**config.mk**
```make
export PLATFORM = sky130hd
export DESIGN_NAME = led_bar_display_command_sequencer
export DESIGN_NICKNAME = d
export VERILOG_FILES = /design/src/hdl/lbd_pkg.sv /design/src/hdl/lbd_queue.sv /design/src/hdl/lbd_front.sv /design/src/hdl/lbd_back.sv /design/src/hdl/led_bar_display_command_sequencer.sv
export SDC_FILE = /design/constraint.sdc
export NUM_CORES = 1
export LEC_CHECK = 0
export BUFFER_PORTS_ARGS = -buffer_cell sky130_fd_sc_hd__buf_2
export CORE_ASPECT_RATIO = 0.7
export CORE_MARGIN = 2
export CORE_UTILIZATION = 61
export CTS_BUF_LIST = sky130_fd_sc_hd__clkbuf_4 sky130_fd_sc_hd__clkbuf_8 sky130_fd_sc_hd__clkbuf_16
export CTS_CLUSTER_SIZE = 12
export DETAILED_ROUTE_END_ITERATION = 8
export PLACE_DENSITY = 0.9
export SLEW_MARGIN = 20
export SYNTH_ARGS = -nofsm -noshare
export SYNTH_HDL_FRONTEND = slang
export SYNTH_SLANG_ARGS = --single-unit
```
**constraint.sdc**
```tcl
create_clock -name clock -period 10.25 [get_ports clock]
set_clock_uncertainty 0.15 [all_clocks]
set_input_delay 2.5625 -clock clock [delete_from_list [all_inputs] [get_ports clock]]
set_output_delay 2.5625 -clock clock [all_outputs]
set_load 0.005 [all_outputs]
```
**src/hdl/lbd_pkg.sv**
```systemverilog
package lbd_pkg;

   localparam int MAX_LEVEL = 7;

   localparam logic [7:0] BYTE_ADDR_FIXED = 8'h44;
   localparam logic [7:0] BYTE_ADDR_START = 8'hC0;
   localparam logic [7:0] BYTE_DISP_OFF   = 8'h80;
   localparam logic [7:0] BYTE_DISP_ON    = 8'h88;

   localparam logic [6:0] PCT_FULL = 7'd100;
   localparam logic [9:0] PCT_HALF = 10'd50;
   // x / 100 equals (x * 41) >> 12 for every x up to 750.
   localparam logic [15:0] PCT_RECIP = 16'd41;

   localparam logic [2:0] BRIGHT_DARK    = 3'd0;
   localparam logic [2:0] BRIGHT_TYPICAL = 3'd2;
   localparam logic [2:0] BRIGHT_MAX     = 3'd7;

   typedef enum logic [2:0] {
      ACT_INIT    = 3'd0,
      ACT_LEVEL   = 3'd1,
      ACT_PERCENT = 3'd2,
      ACT_BRIGHT  = 3'd3,
      ACT_ON      = 3'd4,
      ACT_OFF     = 3'd5
   } action_type;

   // Byte positions inside one command's burst.
   typedef enum logic [3:0] {
      STEP_MODE    = 4'b0001,
      STEP_ADDR    = 4'b0010,
      STEP_PATTERN = 4'b0100,
      STEP_CTRL    = 4'b1000
   } step_type;

   // One classified command waiting for the byte emitter.
   typedef struct packed {
      logic       has_level;
      logic       has_bright;
      logic       bright_on;
      logic [2:0] level;
      logic [2:0] bright;
   } job_type;

endpackage

```
**src/hdl/lbd_queue.sv**
```systemverilog
module lbd_queue (
   input  logic            clock,
   input  logic            reset,
   input  logic            push,
   input  lbd_pkg::job_type push_job,
   output logic            full,
   input  logic            pop,
   output lbd_pkg::job_type head_job,
   output logic            empty
);
   import lbd_pkg::*;

   job_type    slot_ff [2];
   logic       wr_ptr_ff;
   logic       wr_ptr_in;
   logic       rd_ptr_ff;
   logic       rd_ptr_in;
   logic [1:0] count_ff;
   logic [1:0] count_in;

   assign full     = (count_ff == 2'd2);
   assign empty    = (count_ff == 2'd0);
   assign head_job = slot_ff[rd_ptr_ff];

   always_comb begin
      wr_ptr_in = push ? ~wr_ptr_ff : wr_ptr_ff;
      rd_ptr_in = pop ? ~rd_ptr_ff : rd_ptr_ff;
      count_in  = count_ff + 2'(push) - 2'(pop);
   end

   always_ff @(posedge clock) begin
      if (reset) begin
         wr_ptr_ff <= 1'b0;
         rd_ptr_ff <= 1'b0;
         count_ff  <= 2'd0;
      end else begin
         wr_ptr_ff <= wr_ptr_in;
         rd_ptr_ff <= rd_ptr_in;
         count_ff  <= count_in;
      end
   end

   always_ff @(posedge clock) begin
      if (push) begin
         slot_ff[wr_ptr_ff] <= push_job;
      end
   end

endmodule

```
**src/hdl/lbd_front.sv**
```systemverilog
module lbd_front #(
   parameter int MAX_LEVEL = lbd_pkg::MAX_LEVEL
) (
   input  logic             clock,
   input  logic             reset,
   input  logic             req_valid,
   output logic             req_stall,
   input  logic [2:0]       req_action,
   input  logic [7:0]       req_value,
   input  logic             queue_full,
   output logic             push,
   output lbd_pkg::job_type push_job
);
   import lbd_pkg::*;

   logic [2:0]  level_ff;
   logic [2:0]  level_in;
   logic [2:0]  bright_ff;
   logic [2:0]  bright_in;
   logic        enabled_ff;
   logic        enabled_in;
   logic        accept;
   logic [6:0]  pct;
   logic [9:0]  pct_scaled;
   logic [15:0] pct_prod;
   logic [2:0]  pct_level;
   logic [2:0]  clamp_level;
   logic [2:0]  mapped_bright;

   assign req_stall = queue_full;
   assign accept    = req_valid && !queue_full;

   always_comb begin
      pct         = (req_value > 8'(PCT_FULL)) ? PCT_FULL : req_value[6:0];
      pct_scaled  = 10'(pct) * 10'(MAX_LEVEL) + PCT_HALF;
      pct_prod    = 16'(pct_scaled) * PCT_RECIP;
      pct_level   = pct_prod[14:12];
      clamp_level = (req_value > 8'(MAX_LEVEL)) ? 3'(MAX_LEVEL) : req_value[2:0];
      if (req_value <= 8'd1) begin
         mapped_bright = BRIGHT_DARK;
      end else if (req_value == 8'd2) begin
         mapped_bright = BRIGHT_TYPICAL;
      end else begin
         mapped_bright = BRIGHT_MAX;
      end
   end

   always_comb begin
      level_in            = level_ff;
      bright_in           = bright_ff;
      enabled_in          = enabled_ff;
      push_job.has_level  = 1'b0;
      push_job.has_bright = 1'b0;
      push_job.bright_on  = 1'b1;
      unique case (req_action)
         ACT_INIT: begin
            bright_in           = BRIGHT_TYPICAL;
            push_job.has_level  = 1'b1;
            push_job.has_bright = 1'b1;
         end
         ACT_LEVEL: begin
            level_in           = clamp_level;
            push_job.has_level = enabled_ff;
         end
         ACT_PERCENT: begin
            level_in           = pct_level;
            push_job.has_level = enabled_ff;
         end
         ACT_BRIGHT: begin
            bright_in           = mapped_bright;
            push_job.has_level  = enabled_ff;
            push_job.has_bright = enabled_ff;
         end
         ACT_ON: begin
            enabled_in          = 1'b1;
            push_job.has_level  = 1'b1;
            push_job.has_bright = 1'b1;
         end
         ACT_OFF: begin
            enabled_in          = 1'b0;
            push_job.has_bright = 1'b1;
            push_job.bright_on  = 1'b0;
         end
         default: begin
         end
      endcase
      push_job.level  = level_in;
      push_job.bright = bright_in;
      push = accept && (push_job.has_level || push_job.has_bright);
   end

   always_ff @(posedge clock) begin
      if (reset) begin
         level_ff   <= 3'd0;
         bright_ff  <= BRIGHT_TYPICAL;
         enabled_ff <= 1'b1;
      end else if (accept) begin
         level_ff   <= level_in;
         bright_ff  <= bright_in;
         enabled_ff <= enabled_in;
      end
   end

endmodule

```
**src/hdl/lbd_back.sv**
```systemverilog
module lbd_back (
   input  logic             clock,
   input  logic             reset,
   input  logic             queue_empty,
   input  lbd_pkg::job_type head_job,
   output logic             pop,
   output logic             rsp_valid,
   input  logic             rsp_stall,
   output logic [7:0]       rsp_bus_byte,
   output logic             rsp_frame_start,
   output logic             rsp_frame_end,
   output logic             rsp_last
);
   import lbd_pkg::*;

   logic       first_ff;
   logic       first_in;
   step_type   step_ff;
   step_type   step_in;
   step_type   cur_step;
   step_type   next_step;
   logic       advance;
   logic       is_last;
   logic [7:0] byte_val;
   logic       start_val;
   logic       end_val;
   logic [7:0] pattern;
   logic       valid_ff;
   logic       valid_in;
   logic [7:0] byte_ff;
   logic       start_ff;
   logic       end_ff;
   logic       last_ff;

   assign advance = !queue_empty && (!valid_ff || !rsp_stall);

   always_comb begin
      if (first_ff) begin
         cur_step = head_job.has_level ? STEP_MODE : STEP_CTRL;
      end else begin
         cur_step = step_ff;
      end
      pattern = 8'((9'd1 << head_job.level) - 9'd1);
      unique case (cur_step)
         STEP_MODE: begin
            byte_val  = BYTE_ADDR_FIXED;
            start_val = 1'b1;
            end_val   = 1'b1;
            next_step = STEP_ADDR;
         end
         STEP_ADDR: begin
            byte_val  = BYTE_ADDR_START;
            start_val = 1'b1;
            end_val   = 1'b0;
            next_step = STEP_PATTERN;
         end
         STEP_PATTERN: begin
            byte_val  = pattern;
            start_val = 1'b0;
            end_val   = 1'b1;
            next_step = STEP_CTRL;
         end
         STEP_CTRL: begin
            byte_val  = (head_job.bright_on ? BYTE_DISP_ON : BYTE_DISP_OFF)
                        | {5'd0, head_job.bright};
            start_val = 1'b1;
            end_val   = 1'b1;
            next_step = STEP_MODE;
         end
         default: begin
            byte_val  = 8'd0;
            start_val = 1'b0;
            end_val   = 1'b0;
            next_step = STEP_MODE;
         end
      endcase
      is_last = (cur_step == STEP_CTRL) ||
                ((cur_step == STEP_PATTERN) && !head_job.has_bright);
      pop      = advance && is_last;
      first_in = advance ? is_last : first_ff;
      step_in  = advance ? next_step : step_ff;
      if (advance) begin
         valid_in = 1'b1;
      end else if (rsp_stall) begin
         valid_in = valid_ff;
      end else begin
         valid_in = 1'b0;
      end
   end

   always_ff @(posedge clock) begin
      if (reset) begin
         first_ff <= 1'b1;
         step_ff  <= STEP_MODE;
         valid_ff <= 1'b0;
      end else begin
         first_ff <= first_in;
         step_ff  <= step_in;
         valid_ff <= valid_in;
      end
   end

   always_ff @(posedge clock) begin
      if (advance) begin
         byte_ff  <= byte_val;
         start_ff <= start_val;
         end_ff   <= end_val;
         last_ff  <= is_last;
      end
   end

   assign rsp_valid       = valid_ff;
   assign rsp_bus_byte    = byte_ff;
   assign rsp_frame_start = start_ff;
   assign rsp_frame_end   = end_ff;
   assign rsp_last        = last_ff;

endmodule

```
**src/hdl/led_bar_display_command_sequencer.sv**
```systemverilog
// Command sequencer for a two-wire LED bar driver.
// The request channel (req_valid, req_stall, req_action, req_value) takes one
// display command per transfer: init, set level, set percent, set brightness,
// turn on or turn off. The block keeps the shown level, the brightness code
// and the enable flag, and turns each command into zero to four bus bytes.
// Each byte leaves on the response channel as one transfer, with frame start,
// frame end and last marks; last is set on the final byte of a command.
// With the emitter idle, the first byte of a command is registered in the job
// queue and then in the output register before it is offered. The emitter
// sends one byte per cycle while the queue holds a job and the receiver does
// not stall; the byte emitter is the throughput limit. A two-entry job queue
// sits between the command decoder and the emitter, so requests keep flowing
// while earlier bytes are still being sent.
// Reset clears the queue and the output register, sets the level to zero,
// the brightness code to typical and the display to enabled.
// When the receiver stalls, the current byte is held steady on the response
// ports; once the queue fills up, req_stall is raised.
module led_bar_display_command_sequencer #(
   parameter int MAX_LEVEL = lbd_pkg::MAX_LEVEL
) (
   input  logic       clock,
   input  logic       reset,
   input  logic       req_valid,
   output logic       req_stall,
   input  logic [2:0] req_action,
   input  logic [7:0] req_value,
   output logic       rsp_valid,
   input  logic       rsp_stall,
   output logic [7:0] rsp_bus_byte,
   output logic       rsp_frame_start,
   output logic       rsp_frame_end,
   output logic       rsp_last
);
   import lbd_pkg::*;

   // Handoff between the decoder and the queue, and between queue and emitter.
   logic    push;
   job_type push_job;
   logic    queue_full;
   logic    pop;
   job_type head_job;
   logic    queue_empty;

   // Decoder: updates the display state and classifies each command.
   lbd_front #(
      .MAX_LEVEL (MAX_LEVEL)
   ) u_front (
      .clock      (clock),
      .reset      (reset),
      .req_valid  (req_valid),
      .req_stall  (req_stall),
      .req_action (req_action),
      .req_value  (req_value),
      .queue_full (queue_full),
      .push       (push),
      .push_job   (push_job)
   );

   // Commands that produce no bytes never enter the queue.
   lbd_queue u_queue (
      .clock    (clock),
      .reset    (reset),
      .push     (push),
      .push_job (push_job),
      .full     (queue_full),
      .pop      (pop),
      .head_job (head_job),
      .empty    (queue_empty)
   );

   // Emitter: walks the byte sequence of the head job into the output register.
   lbd_back u_back (
      .clock           (clock),
      .reset           (reset),
      .queue_empty     (queue_empty),
      .head_job        (head_job),
      .pop             (pop),
      .rsp_valid       (rsp_valid),
      .rsp_stall       (rsp_stall),
      .rsp_bus_byte    (rsp_bus_byte),
      .rsp_frame_start (rsp_frame_start),
      .rsp_frame_end   (rsp_frame_end),
      .rsp_last        (rsp_last)
   );

endmodule
```
# ---- Word level (Yosys, flattened, before mapping)
# Memories as Yosys holds them, arrays and structs flattened. A register that Yosys moved wholly into a read port is not among the register bits.
# Cells that the tools add are included.
dict set report totals {
  regBits 28
  memories 1
  wordCells 84
  in_bits 15
  out_inout_bits 13
  ram_bits 18
}
# name depth word_bits rd rd_ports_with_merged_regs write_ports line_no
set mem_list {}
lappend mem_list {u_queue.slot_ff 2 9 1 1 1 lbd_queue.sv:13} ;# job_type slot_ff [2];
dict set report classes {
  n_reduce_logical 22
  shift 1
  eq_ne 12
  n_mux 23
  bitwise 3
  n_mul 2
  n_lt_le_gt_ge 3
  n_addsub 4
}
# cell n
set ops {}
lappend ops {{$pmux 8 s4} 1}
lappend ops {{$mul 10x6->15 const B} 1}
lappend ops {{$mux 4} 3}
lappend ops {{$pmux 3 s2} 2}
lappend ops {{$pmux 4 s3} 1}
lappend ops {{$reduce_or 3->1} 4}
lappend ops {{$add 10x6->10 const B} 1}
lappend ops {{$mul 7x3->10 const B} 1}
lappend ops {{$mux 1} 9}
lappend ops {{$mux 3} 3}
lappend ops {{$eq 8x2->1 const B} 1}
lappend ops {{$gt 8x3->1 const B} 1}
lappend ops {{$gt 8x7->1 const B} 1}
lappend ops {{$le 8x1->1 const B} 1}
lappend ops {{$or 8x3->8} 1}
lappend ops {{$shl 1x3->8 const A} 1}
lappend ops {{$sub 8x1->8 const B} 1}
lappend ops {{$mux 7} 1}
lappend ops {{$eq 3x2->1 const B} 2}
lappend ops {{$eq 3x3->1 const B} 2}
lappend ops {{$pmux 1 s2} 3}
lappend ops {{$logic_and 1x1->1} 5}
lappend ops {{$logic_not 1->1} 5}
lappend ops {{$eq 4x1->1 const B} 1}
lappend ops {{other kinds (15)} 18}

# ---- Logic depth before layout (Yosys ltp)
# Gate-level depths: netlist of the first run.
dict set report logic_depth {
  depth_word 8
  ltp_mapped 26
  depth_no_buf 26
}

# ---- By module
# A second synthesis of the first run with hierarchy kept.
dict set report unflattened {
  hier_cells 346
  area_unflattened_um2 3495.9
}
# module seq_area_each_um2 n_inst cells_per_inst area_each_um2
set modules_own_cells {}
lappend modules_own_cells {lbd_front 140.1 1 227 1878.1}
lappend modules_own_cells {lbd_queue 640.6 1 49 863.3}
lappend modules_own_cells {lbd_back 450.4 1 70 754.5}

# ---- Least setup slack after synthesis of the first run
# No wires, ideal clock.
dict set report synth_path {
  kind {input-to-reg}
  start {input port req_value[1]}
  end {memory u_queue.slot_ff[0][5] in the netlist's numbering, data pin}
  path_buffers 0
  stages 24
  t_required_ns 9.835
  arrival_time_ns 7.846
  path_slack_ns 1.988
  setup_time_ns 0.265
  cell_sequence {o21ai_0 > nand2_1 > a31oi_1 > nand2_1 > ha_1 > inv_1 > ha_1 > or2_2 > ha_1 > fa_1 > a21o_1 > a21oi_1 > xnor2_1 > ha_1 > ha_1 > xnor2_1 > ha_1 > ha_1 > and3_1 > and4_1 > a211oi_1 > xnor3_1 > nand2_1 > nand3_1}
}
# item line_no
set synth_lines {}
lappend synth_lines {{start: declaration} led_bar_display_command_sequencer.sv:26} ;# input logic [7:0] req_value,
lappend synth_lines {{end: declaration} lbd_queue.sv:13}

==> results.py, run 1 <==
metrics = {
    "routing": {
        "detailroute.wirelength.met2_mm": 3.33,
        "routed_via_density": 5.87,
        "dr_total_vias": 2619,
        "drc_errors": 0,
        "met1Wirelength_mm": 3.34,
        "detail_route.iter0.violations": 178,
        "topRoutingLayerUsed": "met4",
        "drt_first_pass_iters": 4,
        "totalWireLength_mm": 7.22,
        "dr_wl_met3_um": 468,
        "antenna_left": 0,
        "routed_wire_length_per_instance_um": 16.2,
    },
    "floorplanning": {
        "io_pins": 28,
        "die_area_um2": 6310,
        "placementRows": 22,
        "chipHeight_um": 67.1,
        "die_w_um": 94.1,
        "core-area_um2": 5370,
        "initial_utilization": 0.646,
    },
    "power": {
        "p_leak_nw": 1.71,
        "vdd.ir_drop.worst_uv": 118,
        "powerDensity_nw_per_um2": 315,
    },
    "global_routing": {
        "grt_max_degree": 19,
        "number_of_global_route_vias_before_repair": 2591,
        "globalRouteTotalUtil": 0.252,
        "wire_length_of_the_first_global_routing_pass_mm": 12.1,
        "grt_antenna_before_repair": 0,
        "global_route.overflow_total": 0,
    },
    "sta": {
        "max-slew-margin-rel": 0.374,
        "report.final.slew_viol_count": 0,
        "setup_viol": 0,
        "setup_repair_after_global_routing_missed_its_margin": "no",
        "hold_viol": 0,
        "final.min_clock_period_ns": 8.65,
        "finalWorstSetupSlack_ns": 1.60,
        "final_min_period_over_clock_period": 0.844,
        "worst-slew-pin-transition_ns": 0.937,
        "fmaxAchievable_mhz": 116,
        "setup-tns-final_ns": 0,
    },
    "logic_synthesis": {
        "synth_top_cell_area_share": 0.251,
        "synth_area_leaders": "sky130_fd_sc_hd__edfxtp_1, sky130_fd_sc_hd__ha_1, sky130_fd_sc_hd__dfxtp_1, sky130_fd_sc_hd__nand2_1, sky130_fd_sc_hd__a21oi_1",
        "postSynthNetCount": 420,
        "synth.largest_area_cell": "sky130_fd_sc_hd__edfxtp_1",
        "ys.warnings.count": 0,
        "synthesis.instances": 346,
        "synth.yosys.seq_area_share": 0.355,
        "synth_enable_flop_cells": 29,
        "netlist_area_um2": 3470,
        "count_of_different_cell_masters_after_synthesis": 54,
        "ys_async_sr_fraction": 0,
        "syn-mean-instance-area_um2": 10.0,
        "ys.flop_type": "sky130_fd_sc_hd__edfxtp_1",
        "yosys_register_bits": 47,
    },
    "placement": {
        "dpl-instance-area_um2": 3660,
        "dp_cells": 438,
        "routability_driven_placement_congestion_ratio": 0.896,
        "pre_cts_ws_ns": 1.36,
        "post_dp_hpwl_mm": 5.71,
        "port_buffers": 27,
    },
    "hold_path": {
        "worst_min_delay_path_category": "flip-flop to flip-flop",
        "holdPathStages": 2,
    },
    "cells_and_area": {
        "area.growth.synth_to_final_pct": 9.09,
        "stdcell_area_um2": 3780,
        "post_route_cells_drive_above_1_share": 0.134,
        "nNetsFinal": 447,
        "layout.cells.most_common": "sky130_fd_sc_hd__ha_1",
        "insertedDiodeCount": 0,
        "seq_area_um2": 1230,
        "final_cell_mix": "sky130_fd_sc_hd__ha_1, sky130_fd_sc_hd__nand2_1, sky130_fd_sc_hd__edfxtp_1",
        "finish.utilization": 0.705,
        "nFillCells": 396,
        "area_of_the_multi_input_gates_um2": 2120,
        "fin_cells": 446,
    },
    "worst_setup_path": {
        "worst-r2r-setup-slack_ns": 7.28,
        "worst_ep_arrival_time_ns": 8.55,
        "critPathRequiredTime_ns": 10.15,
        "worst-setup-path-type": "input port to flip-flop",
        "worst_path_most_repeated_cell": "sky130_fd_sc_hd__ha_1",
        "setup.worst_path.end_class": "flip-flop",
        "reg2regPathDepth": 4,
        "timing.critical_path.slowest_cell_delay_ns": 0.47,
        "crit_path_max_fanout": 8,
        "critical-path-slowest-cell": "sky130_fd_sc_hd__fa_1",
        "startpoint_type": "input port",
    },
    "clock_tree": {
        "post_cts.repair.setup_buffers": 0,
        "clk_pin_slew_worst_paths_ns": 0.09,
        "cts_sinks": 47,
        "post_cts_resize_count": 0,
        "numCtsBuffers": 5,
        "worst_skew_pair.late_latency_ns": 0.30,
        "cts_tree": "built",
        "root_buffer_cell": "sky130_fd_sc_hd__clkbuf_8",
        "ctsLongestPathBuffers": 2,
        "holdBufCountCts": 0,
        "htree_num_levels": 2,
    },
    "flow_run": {
        "max_cap_violations": 0,
    },
    "run_status": {
        "outcome": "finished, final reports clean",
    },
}
-- power breakdown --
group	switching [mW]	internal [mW]	leakage [nW]
clock network	0.0628	0.0802	0.0618
logic	0.426	0.329	1.23
registers	0.0288	0.266	0.417
-- critical path: cells and delay by family --
kind / cells / cell delay [ns]
compound gates: 10 / 2.11
xor+xnor: 3 / 0.85
simple gates: 5 / 0.70
fa+ha+maj: 7 / 2.14
buf+inv: 2 / 0.18
-- flip-flops by register name (all words and copies together), names as in the netlist, named ones only --
| register | flops |
|---|---|
| u_back.rsp_valid | 1 |
| u_back.rsp_last | 1 |
| u_back.step_ff | 4 |
| u_queue.rd_ptr_ff | 1 |
| u_front.bright_ff | 3 |
| u_front.enabled_ff | 1 |
| u_queue.wr_ptr_ff | 1 |
| u_back.rsp_frame_start | 1 |
| u_back.rsp_frame_end | 1 |
| u_back.rsp_bus_byte | 8 |
| u_back.first_ff | 1 |
| u_queue.count_ff | 2 |
| u_queue.slot_ff | 18 |
| u_front.level_ff | 3 |
-- synth_stat cells, types with 2 or more instances --
cell	count
sky130_fd_sc_hd__and3_1	3
sky130_fd_sc_hd__mux2i_1	8
sky130_fd_sc_hd__a211o_1	3
sky130_fd_sc_hd__dfxtp_1	18
sky130_fd_sc_hd__o21ai_1	3
sky130_fd_sc_hd__o21bai_1	3
sky130_fd_sc_hd__a21oi_2	2
sky130_fd_sc_hd__xnor2_1	11
sky130_fd_sc_hd__ha_1	54
sky130_fd_sc_hd__nor2_1	23
sky130_fd_sc_hd__clkbuf_1	5
sky130_fd_sc_hd__nand2_1	34
sky130_fd_sc_hd__a21oi_1	25
sky130_fd_sc_hd__or2_1	2
sky130_fd_sc_hd__fa_1	5
sky130_fd_sc_hd__a21o_1	8
sky130_fd_sc_hd__edfxtp_1	29
sky130_fd_sc_hd__nand3b_1	4
sky130_fd_sc_hd__a211oi_1	4
sky130_fd_sc_hd__o32ai_1	2
sky130_fd_sc_hd__inv_1	22
sky130_fd_sc_hd__nand3_1	4
sky130_fd_sc_hd__nand4_1	2
sky130_fd_sc_hd__nor2b_1	8
sky130_fd_sc_hd__nor3_1	2
sky130_fd_sc_hd__a31oi_1	3
sky130_fd_sc_hd__o21ai_0	10
sky130_fd_sc_hd__and2_1	6
sky130_fd_sc_hd__nand2b_1	5
sky130_fd_sc_hd__or2_2	5
sky130_fd_sc_hd__xor2_1	10
-- cell type report --
type | instances | share of cell area
clock buffers | 6 | 0.0218
clock inverters | 2 | 0.0103
inverters | 23 | 0.0228
multi-input cells | 269 | 0.560
flip-flops and latches | 47 | 0.325
repair buffers | 27 | 0.0357
well taps | 72 | 0.0238
-- logic make-up after synthesis --
kind of cell,count (synthesis),share of synthesized area
adders and majority gates,59,0.224
muxes,9,0.0263
DFF,47,0.355
buffers and inverters,30,0.0339
AOI/OAI and AO/OA,76,0.153
and+or+nand+nor,103,0.148
xor gates and xnor gates,22,0.0595
-- final timing paths --
check                        from                     to
min          u_front.bright_ff[2]   u_front.bright_ff[2]
min reg2reg  u_front.bright_ff[2]   u_front.bright_ff[2]
max reg2reg   u_queue.count_ff[1]  u_queue.slot_ff[1][7]
max                  req_value[1]  u_queue.slot_ff[1][5]
-- per-stage QoR --
| step | hold slack [ns] | power, mW |
|---|---|---|
| after floorplan | 0.285 | 0.853 |
| after global placement | 0.293 | 0.979 |
| after detailed placement | 0.300 | 1.04 |
| after CTS | 0.313 | 1.19 |
| after global routing | 0.357 | 1.30 |
| final | 0.310 | 1.19 |
-- routing by layer --
layer,GRT usage,vias up
met1,0.342,1220
met5,0,-
li1,-,1290
met3,0.0396,10
met2,0.429,99
met4,0.0525,0
(Power assumes the default switching activity.)
==> run 2, diff against run 1 <==
--- a/config.mk
+++ b/config.mk
@@ -8,11 +8,11 @@
 export BUFFER_PORTS_ARGS = -buffer_cell sky130_fd_sc_hd__buf_2
 export CORE_ASPECT_RATIO = 0.7
 export CORE_MARGIN = 2
-export CORE_UTILIZATION = 61
+export CORE_UTILIZATION = 55
 export CTS_BUF_LIST = sky130_fd_sc_hd__clkbuf_4 sky130_fd_sc_hd__clkbuf_8 sky130_fd_sc_hd__clkbuf_16
 export CTS_CLUSTER_SIZE = 12
 export DETAILED_ROUTE_END_ITERATION = 8
-export PLACE_DENSITY = 0.9
+export PLACE_DENSITY = 0.86
 export SLEW_MARGIN = 20
 export SYNTH_ARGS = -nofsm -noshare
 export SYNTH_HDL_FRONTEND = slang
==> constraint.sdc (replaced) <==
create_clock -name clock -period 7.9 [get_ports clock]
set_clock_uncertainty 0.15 [all_clocks]
set_input_delay 1.975 -clock clock [delete_from_list [all_inputs] [get_ports clock]]
set_output_delay 1.975 -clock clock [all_outputs]
set_load 0.005 [all_outputs]
==> run 2 against run 1 <==
Effect of this change: setup slack worse by 1.2 ns; hold slack gained 0.0092 ns; clock-buffer cell count is 1 higher; critical path depth down 1; routed wire length fell by 7.8%; clock power grew 29%; sequential power rose by 29%; cell area is 2.0% higher; critical path type unchanged; critical endpoint is now u_queue.slot_ff[0][5]; largest cell class unchanged.
==> results.py, run 2 (same netlist as run 1, synthesis figures left out) <==
metrics = {
    "sta": {
        "report.final.slew_viol_count": 0,
        "hold_viol": 0,
        "setup_repair_after_global_routing_missed_its_margin": "no",
        "final_min_period_over_clock_period": 0.955,
        "max-slew-margin-rel": 0.428,
        "fmaxAchievable_mhz": 133,
        "setup_viol": 0,
        "worst-slew-pin-transition_ns": 0.857,
        "worst_hold_slack_after_final_layout_ns": 0.319,
        "final.min_clock_period_ns": 7.54,
    },
    "floorplanning": {
        "initial_utilization": 0.563,
        "chipHeight_um": 70.4,
        "die_w_um": 98.9,
        "io_pins": 28,
        "placementRows": 24,
        "die_area_um2": 6970,
        "core-area_um2": 6160,
    },
    "cells_and_area": {
        "largest-register": "u_queue.slot_ff",
        "area.growth.synth_to_final_pct": 11.3,
        "post_route_cells_drive_above_1_share": 0.158,
        "largest_register_ffs": 18,
        "insertedDiodeCount": 0,
        "nNetsFinal": 452,
        "final_cell_mix": "sky130_fd_sc_hd__ha_1, sky130_fd_sc_hd__nand2_1, sky130_fd_sc_hd__edfxtp_1",
        "layout.cells.most_common": "sky130_fd_sc_hd__ha_1",
    },
    "global_routing": {
        "grt_antenna_before_repair": 0,
        "number_of_global_route_vias_before_repair": 2569,
        "global_route.overflow_total": 0,
        "grt_max_degree": 19,
        "globalRouteTotalUtil": 0.204,
        "wire_length_of_the_first_global_routing_pass_mm": 11.5,
    },
    "worst_setup_path": {
        "timing.critical_path.slowest_cell_delay_ns": 0.47,
        "critPathRequiredTime_ns": 7.81,
        "startpoint_type": "input port",
        "critPathTopFamily": "adder cells",
        "worst_path_most_repeated_cell": "sky130_fd_sc_hd__ha_1",
        "crit_path_max_fanout": 7,
        "worst-setup-path-type": "input port to flip-flop",
        "worst_ep_arrival_time_ns": 7.45,
        "setup.worst_path.end_class": "flip-flop",
        "path_buf_inv": 2,
        "critical-path-slowest-cell": "sky130_fd_sc_hd__fa_1",
    },
    "routing": {
        "drc_errors": 0,
        "routed_via_density": 5.67,
        "met1Wirelength_mm": 3.36,
        "detailroute.wirelength.met2_mm": 2.95,
        "antenna_left": 0,
        "dr_wl_met3_um": 254,
        "dr_total_vias": 2593,
        "drt_first_pass_iters": 6,
        "totalWireLength_mm": 6.66,
        "topRoutingLayerUsed": "met4",
        "routed_wire_length_per_instance_um": 14.6,
        "detail_route.iter0.violations": 83,
    },
    "clock_tree": {
        "htree_num_levels": 2,
        "worst_skew_pair.late_latency_ns": 0.30,
        "post_cts.repair.setup_buffers": 0,
        "ctsLongestPathBuffers": 2,
        "holdBufCountCts": 0,
        "post_cts_resize_count": 0,
        "numCtsBuffers": 5,
        "clk_pin_slew_worst_paths_ns": 0.09,
        "cts_tree": "built",
        "cts_sinks": 47,
        "root_buffer_cell": "sky130_fd_sc_hd__clkbuf_8",
    },
    "power": {
        "p_total_mw": 1.53,
        "p_leak_nw": 1.74,
        "powerDensity_nw_per_um2": 396,
        "vdd.ir_drop.worst_uv": 165,
    },
    "placement": {
        "routability_driven_placement_congestion_ratio": 0.858,
        "post_dp_hpwl_mm": 5.32,
        "port_buffers": 27,
    },
    "run_status": {
        "outcome": "finished, final reports clean",
    },
    "hold_path": {
        "worst_min_delay_path_category": "flip-flop to flip-flop",
    },
    "flow_run": {
        "max_cap_violations": 0,
    },
}
-- run 2: changes by cell type in the layout (fill, tap and decap cells not counted), sizes merged --
cell,before,now
buf,27,32
bufinv,1,0
clkbuf,6,7
-- run 2: metal layers --
layer / vias up / GRT usage
met1: 1227 / 0.280
met4: 0 / 0.0578
met3: 13 / 0.0390
met2: 52 / 0.330
met5: - / 0
li1: 1301 / -
-- run 2: layout make-up --
cell class	count	area, µm²
clock buffers	7	119
multi-input cells	269	2150
clock inverters	1	6.26
inverters	23	86.3
fillers	478	2300
repair buffers	32	173
flip-flops and latches	47	1230
well taps	78	97.6
-- run 2: worst paths after layout --
kind,cells past startpoint,slack [ns],startpoint,end
setup / recovery,26,0.36,req_value[1],u_queue.slot_ff[0][5]
hold / removal,2,0.32,u_front.bright_ff[0],u_front.bright_ff[0]
setup reg to reg,10,5.13,flip-flop,u_queue.count_ff[1]
hold reg to reg,2,0.32,u_front.bright_ff[0],u_front.bright_ff[0]
-- run 2: tightest hold or removal path, delay by kind of cell (launching register included) --
family,cells,cell delay (ns)
flops,1,0.32
simple gates,1,0.06
compound gates,1,0.05
-- run 2: report_power, final --
group | internal [mW] | switching [mW] | total [mW]
Combinational | 0.440 | 0.523 | 0.963
Clock | 0.101 | 0.0830 | 0.184
Sequential | 0.345 | 0.0359 | 0.381
-- run 2: per-stage QoR --
step / instance area [µm²] / util / TNS (ns) / instances / setup WS, ns
floorplan: 3470 / - / 0 / 346 / 0.226
global placement: 3710 / 0.602 / 0 / 449 / 0.115
detailed placement: 3710 / 0.602 / -0.273 / 449 / -0.136
CTS: 3830 / 0.623 / 0 / 457 / 0.160
global route: 3860 / 0.627 / 0 / 457 / 0.0500
finish: 3860 / 0.627 / 0 / 457 / 0.356
==> run 3, diff against run 2 <==
--- a/config.mk
+++ b/config.mk
@@ -16,4 +16,5 @@
 export SLEW_MARGIN = 20
 export SYNTH_ARGS = -nofsm -noshare
 export SYNTH_HDL_FRONTEND = slang
+export SYNTH_HIERARCHICAL = 1
 export SYNTH_SLANG_ARGS = --single-unit
==> run 3 against run 2 <==
Effect of this change: register-to-register slack gained 0.22 ns; final cell count is the same; combinational power shrank 7.9%; setup slack gained 0.014 ns; area after synthesis grew 0.79%; synthesized cell count is the same; non-clock buffer count is the same; maximum frequency grew 0.18%; clock power shrank 4%; sequential share of layout area is essentially flat.
==> results.py, run 3 <==
metrics = {
    "run_status": {
        "outcome": "finished, final reports clean",
    },
    "clock_tree": {
        "ctsLongestPathBuffers": 2,
        "htree_num_levels": 2,
        "worst_skew_pair.late_latency_ns": 0.30,
        "root_buffer_cell": "sky130_fd_sc_hd__clkbuf_8",
        "clk_pin_slew_worst_paths_ns": 0.09,
        "cts_sinks": 47,
        "numCtsBuffers": 5,
        "cts_tree": "built",
        "holdBufCountCts": 0,
    },
    "cells_and_area": {
        "nFillCells": 501,
        "final_cell_mix": "sky130_fd_sc_hd__ha_1, sky130_fd_sc_hd__inv_1, sky130_fd_sc_hd__edfxtp_1",
        "largest-register": "u_queue/slot_ff",
        "nNetsFinal": 451,
        "layout.cells.most_common": "sky130_fd_sc_hd__ha_1",
        "post_route_cells_drive_above_1_share": 0.172,
        "largest_register_ffs": 18,
        "area.growth.synth_to_final_pct": 10.5,
        "insertedDiodeCount": 0,
    },
    "sta": {
        "report.final.slew_viol_count": 0,
        "max-slew-margin-rel": 0.420,
        "setup_viol": 0,
        "setup_repair_after_global_routing_missed_its_margin": "no",
        "worst-slew-pin-transition_ns": 0.868,
        "final.min_clock_period_ns": 7.53,
        "hold_viol": 0,
        "fmaxAchievable_mhz": 133,
        "worst_hold_slack_after_final_layout_ns": 0.319,
        "final_min_period_over_clock_period": 0.953,
    },
    "worst_setup_path": {
        "setup.worst_path.end_class": "flip-flop",
        "startpoint_type": "input port",
        "worst_r2r_endpoint": "u_queue/count_ff[1]",
        "worst-r2r-setup-slack_ns": 5.35,
        "worst_ep_arrival_time_ns": 7.43,
        "critPathRequiredTime_ns": 7.80,
        "crit_path_max_fanout": 4,
        "worst-setup-path-type": "input port to flip-flop",
        "reg2regPathDepth": 8,
    },
    "power": {
        "netSwitchingFraction": 0.416,
        "vdd.ir_drop.worst_uv": 137,
        "powerDensity_nw_per_um2": 375,
        "p_total_mw": 1.45,
        "clock_power_share": 0.122,
        "p_leak_nw": 1.77,
        "pwr-share-comb": 0.613,
        "switching_power_mw": 0.602,
        "intPower_mw": 0.846,
        "power_frac_seq": 0.266,
    },
    "global_routing": {
        "grt_antenna_before_repair": 0,
        "global_route.overflow_total": 0,
        "number_of_global_route_vias_before_repair": 2399,
        "globalRouteTotalUtil": 0.203,
        "wire_length_of_the_first_global_routing_pass_mm": 11.3,
        "grt_max_degree": 17,
    },
    "hold_path": {
        "worstHoldStart": "u_back/rsp_valid",
        "holdPathStages": 2,
        "worst_hold_path.endpoint": "u_back/rsp_valid",
        "worst_min_delay_path_category": "flip-flop to flip-flop",
    },
    "floorplanning": {
        "core-area_um2": 6190,
        "die_w_um": 99.3,
        "initial_utilization": 0.565,
        "placementRows": 24,
        "io_pins": 28,
        "chipHeight_um": 70.7,
        "die_area_um2": 7020,
    },
    "flow_run": {
        "max_cap_violations": 0,
    },
    "logic_synthesis": {
        "syn-mean-instance-area_um2": 10.1,
        "postSynthNetCount": 419,
        "synth_top_cell_area_share": 0.249,
        "yosys.cell_count.top_type": "sky130_fd_sc_hd__ha_1",
        "netlist_area_um2": 3500,
        "synth_enable_flop_cells": 29,
        "synth_top_family_by_area": "adder cells",
        "synth_area_leaders": "sky130_fd_sc_hd__edfxtp_1, sky130_fd_sc_hd__ha_1, sky130_fd_sc_hd__dfxtp_1, sky130_fd_sc_hd__a21oi_1, sky130_fd_sc_hd__inv_1",
        "synth_fa_ha_area_frac": 0.218,
        "ys_async_sr_fraction": 0,
        "post_synthesis_compound_gate_area_fraction": 0.162,
        "ys.flop_type": "sky130_fd_sc_hd__edfxtp_1",
        "yosys_register_bits": 47,
        "synth.cells.most_frequent": "sky130_fd_sc_hd__ha_1, sky130_fd_sc_hd__inv_1, sky130_fd_sc_hd__edfxtp_1",
        "yosys.area_share.xor_xnor": 0.0515,
        "synth.yosys.seq_area_share": 0.352,
        "synthesis.instances": 346,
        "ys.warnings.count": 6,
        "yosys-mux-area-fraction": 0.0361,
        "basic_gate_share_of_the_synthesized_area_counting_and_or_nand_and_nor_cells": 0.134,
        "count_of_different_cell_masters_after_synthesis": 55,
        "synth.largest_area_cell": "sky130_fd_sc_hd__edfxtp_1",
    },
    "routing": {
        "routed_wire_length_per_instance_um": 14.9,
        "detail_route.iter0.violations": 170,
        "drt_first_pass_iters": 4,
        "drc_errors": 0,
        "totalWireLength_mm": 6.80,
        "antenna_left": 0,
        "routed_via_density": 5.63,
        "dr_total_vias": 2573,
    },
    "placement": {
        "post_dp_hpwl_mm": 5.34,
        "routability_driven_placement_congestion_ratio": 0.877,
        "port_buffers": 27,
    },
}
[run 3: changes by cell type in the layout (fill, tap and decap cells not counted), moves of 3 or more]
cell,before,now
sky130_fd_sc_hd__nor3_1,2,6
sky130_fd_sc_hd__mux2i_1,8,1
sky130_fd_sc_hd__o21a_1,0,7
sky130_fd_sc_hd__mux2_2,1,9
sky130_fd_sc_hd__o21ai_0,10,5
sky130_fd_sc_hd__nand3b_1,4,1
sky130_fd_sc_hd__o22ai_1,1,5
sky130_fd_sc_hd__xor2_1,10,7
sky130_fd_sc_hd__inv_1,22,31
sky130_fd_sc_hd__nand2_1,34,18
[run 3: logic make-up (layout without fill, tap and decap cells)]
| group | count (synthesis) | in the layout |
|---|---|---|
| mux | 11 | 11 |
| fa+ha+maj | 58 | 58 |
| buf+inv | 38 | 71 |
| flops | 47 | 47 |
| compound gates | 82 | 82 |
| simple gates | 91 | 91 |
| xor+xnor | 19 | 19 |
[run 3: worst max-delay path by stage]
stage	slack, ns	depth (start not counted)	startpoint	endpoint
2_1_floorplan	0.28	23	req_value[3]	u_queue/slot_ff[0][5]
3_5_place_dp	-0.11	25	req_value[3]	u_queue/slot_ff[0][5]
6_report	0.37	25	req_value[3]	u_queue/slot_ff[0][5]
5_1_grt	0.04	25	req_value[3]	u_queue/slot_ff[0][5]
3_3_place_gp	0.09	25	req_value[3]	u_queue/slot_ff[0][5]
4_1_cts	0.20	25	req_value[3]	u_queue/slot_ff[0][5]
[run 3: stage by stage]
step	utilization	setup TNS (ns)	area (µm²)	worst slack (ns)	std cells
floorplan	-	0	3500	0.281	346
global placement	0.602	0	3720	0.0943	449
finish	0.624	0	3860	0.370	457
global route	0.624	0	3860	0.0392	457
detailed placement	0.602	-0.309	3720	-0.111	449
CTS	0.620	0	3830	0.204	457
[run 3: per-layer routing]
metal | global-route usage | up-vias | wire length (µm)
met5 | 0 | - | 0
met4 | 0.0457 | 0 | 55
met3 | 0.0326 | 8 | 498
met2 | 0.324 | 79 | 2960
met1 | 0.295 | 1175 | 3280
li1 | - | 1311 | -
[run 3: timing repair]
| item | 4_1_cts | 5_1_grt |
|---|---|---|
| resized for setup | 0 | 5 |
| setup endpoints to repair | 0 | 9 |
| setup buffers | 0 | 0 |
[run 3: power groups by stage]
stage | clock, mW | combinational, mW | sequential, mW
after floorplan | 0 | 0.650 | 0.381
after global placement | 0 | 0.811 | 0.386
after detailed placement | 0 | 0.863 | 0.389
after CTS | 0.179 | 0.873 | 0.385
after global routing | 0.187 | 1.02 | 0.393
final | 0.176 | 0.887 | 0.385
[run 3: final cells by class]
type / instances / area (µm²) / share of cell area
multi-input combinational: 261 / 2130 / 0.552
sequential: 47 / 1230 / 0.319
timing repair buffer: 32 / 173 / 0.0447
inverter: 31 / 116 / 0.0301
tap: 78 / 97.6 / 0.0253
clock buffer: 5 / 68.8 / 0.0178
clock inverter: 3 / 42.5 / 0.0110
[run 3: critical path: stages]
cell and delay (ns):
sky130_fd_sc_hd__buf_2 0.11, sky130_fd_sc_hd__or3_1 0.40, sky130_fd_sc_hd__a31oi_2 0.26, sky130_fd_sc_hd__nand2_1 0.11, sky130_fd_sc_hd__ha_1 0.28, sky130_fd_sc_hd__inv_1 0.03, sky130_fd_sc_hd__ha_1 0.16, sky130_fd_sc_hd__or2_2 0.29
sky130_fd_sc_hd__ha_1 0.33, sky130_fd_sc_hd__fa_1 0.48, sky130_fd_sc_hd__a21o_1 0.21, sky130_fd_sc_hd__a21oi_2 0.17, sky130_fd_sc_hd__o21bai_1 0.08, sky130_fd_sc_hd__a21oi_1 0.17, sky130_fd_sc_hd__xnor2_1 0.19, sky130_fd_sc_hd__xor2_1 0.20
sky130_fd_sc_hd__ha_1 0.26, sky130_fd_sc_hd__ha_1 0.30, sky130_fd_sc_hd__ha_1 0.32, sky130_fd_sc_hd__a21o_1 0.22, sky130_fd_sc_hd__a21o_1 0.21, sky130_fd_sc_hd__a21o_1 0.20, sky130_fd_sc_hd__o21ba_2 0.19, sky130_fd_sc_hd__mux2i_1 0.20
sky130_fd_sc_hd__nand2_1 0.09
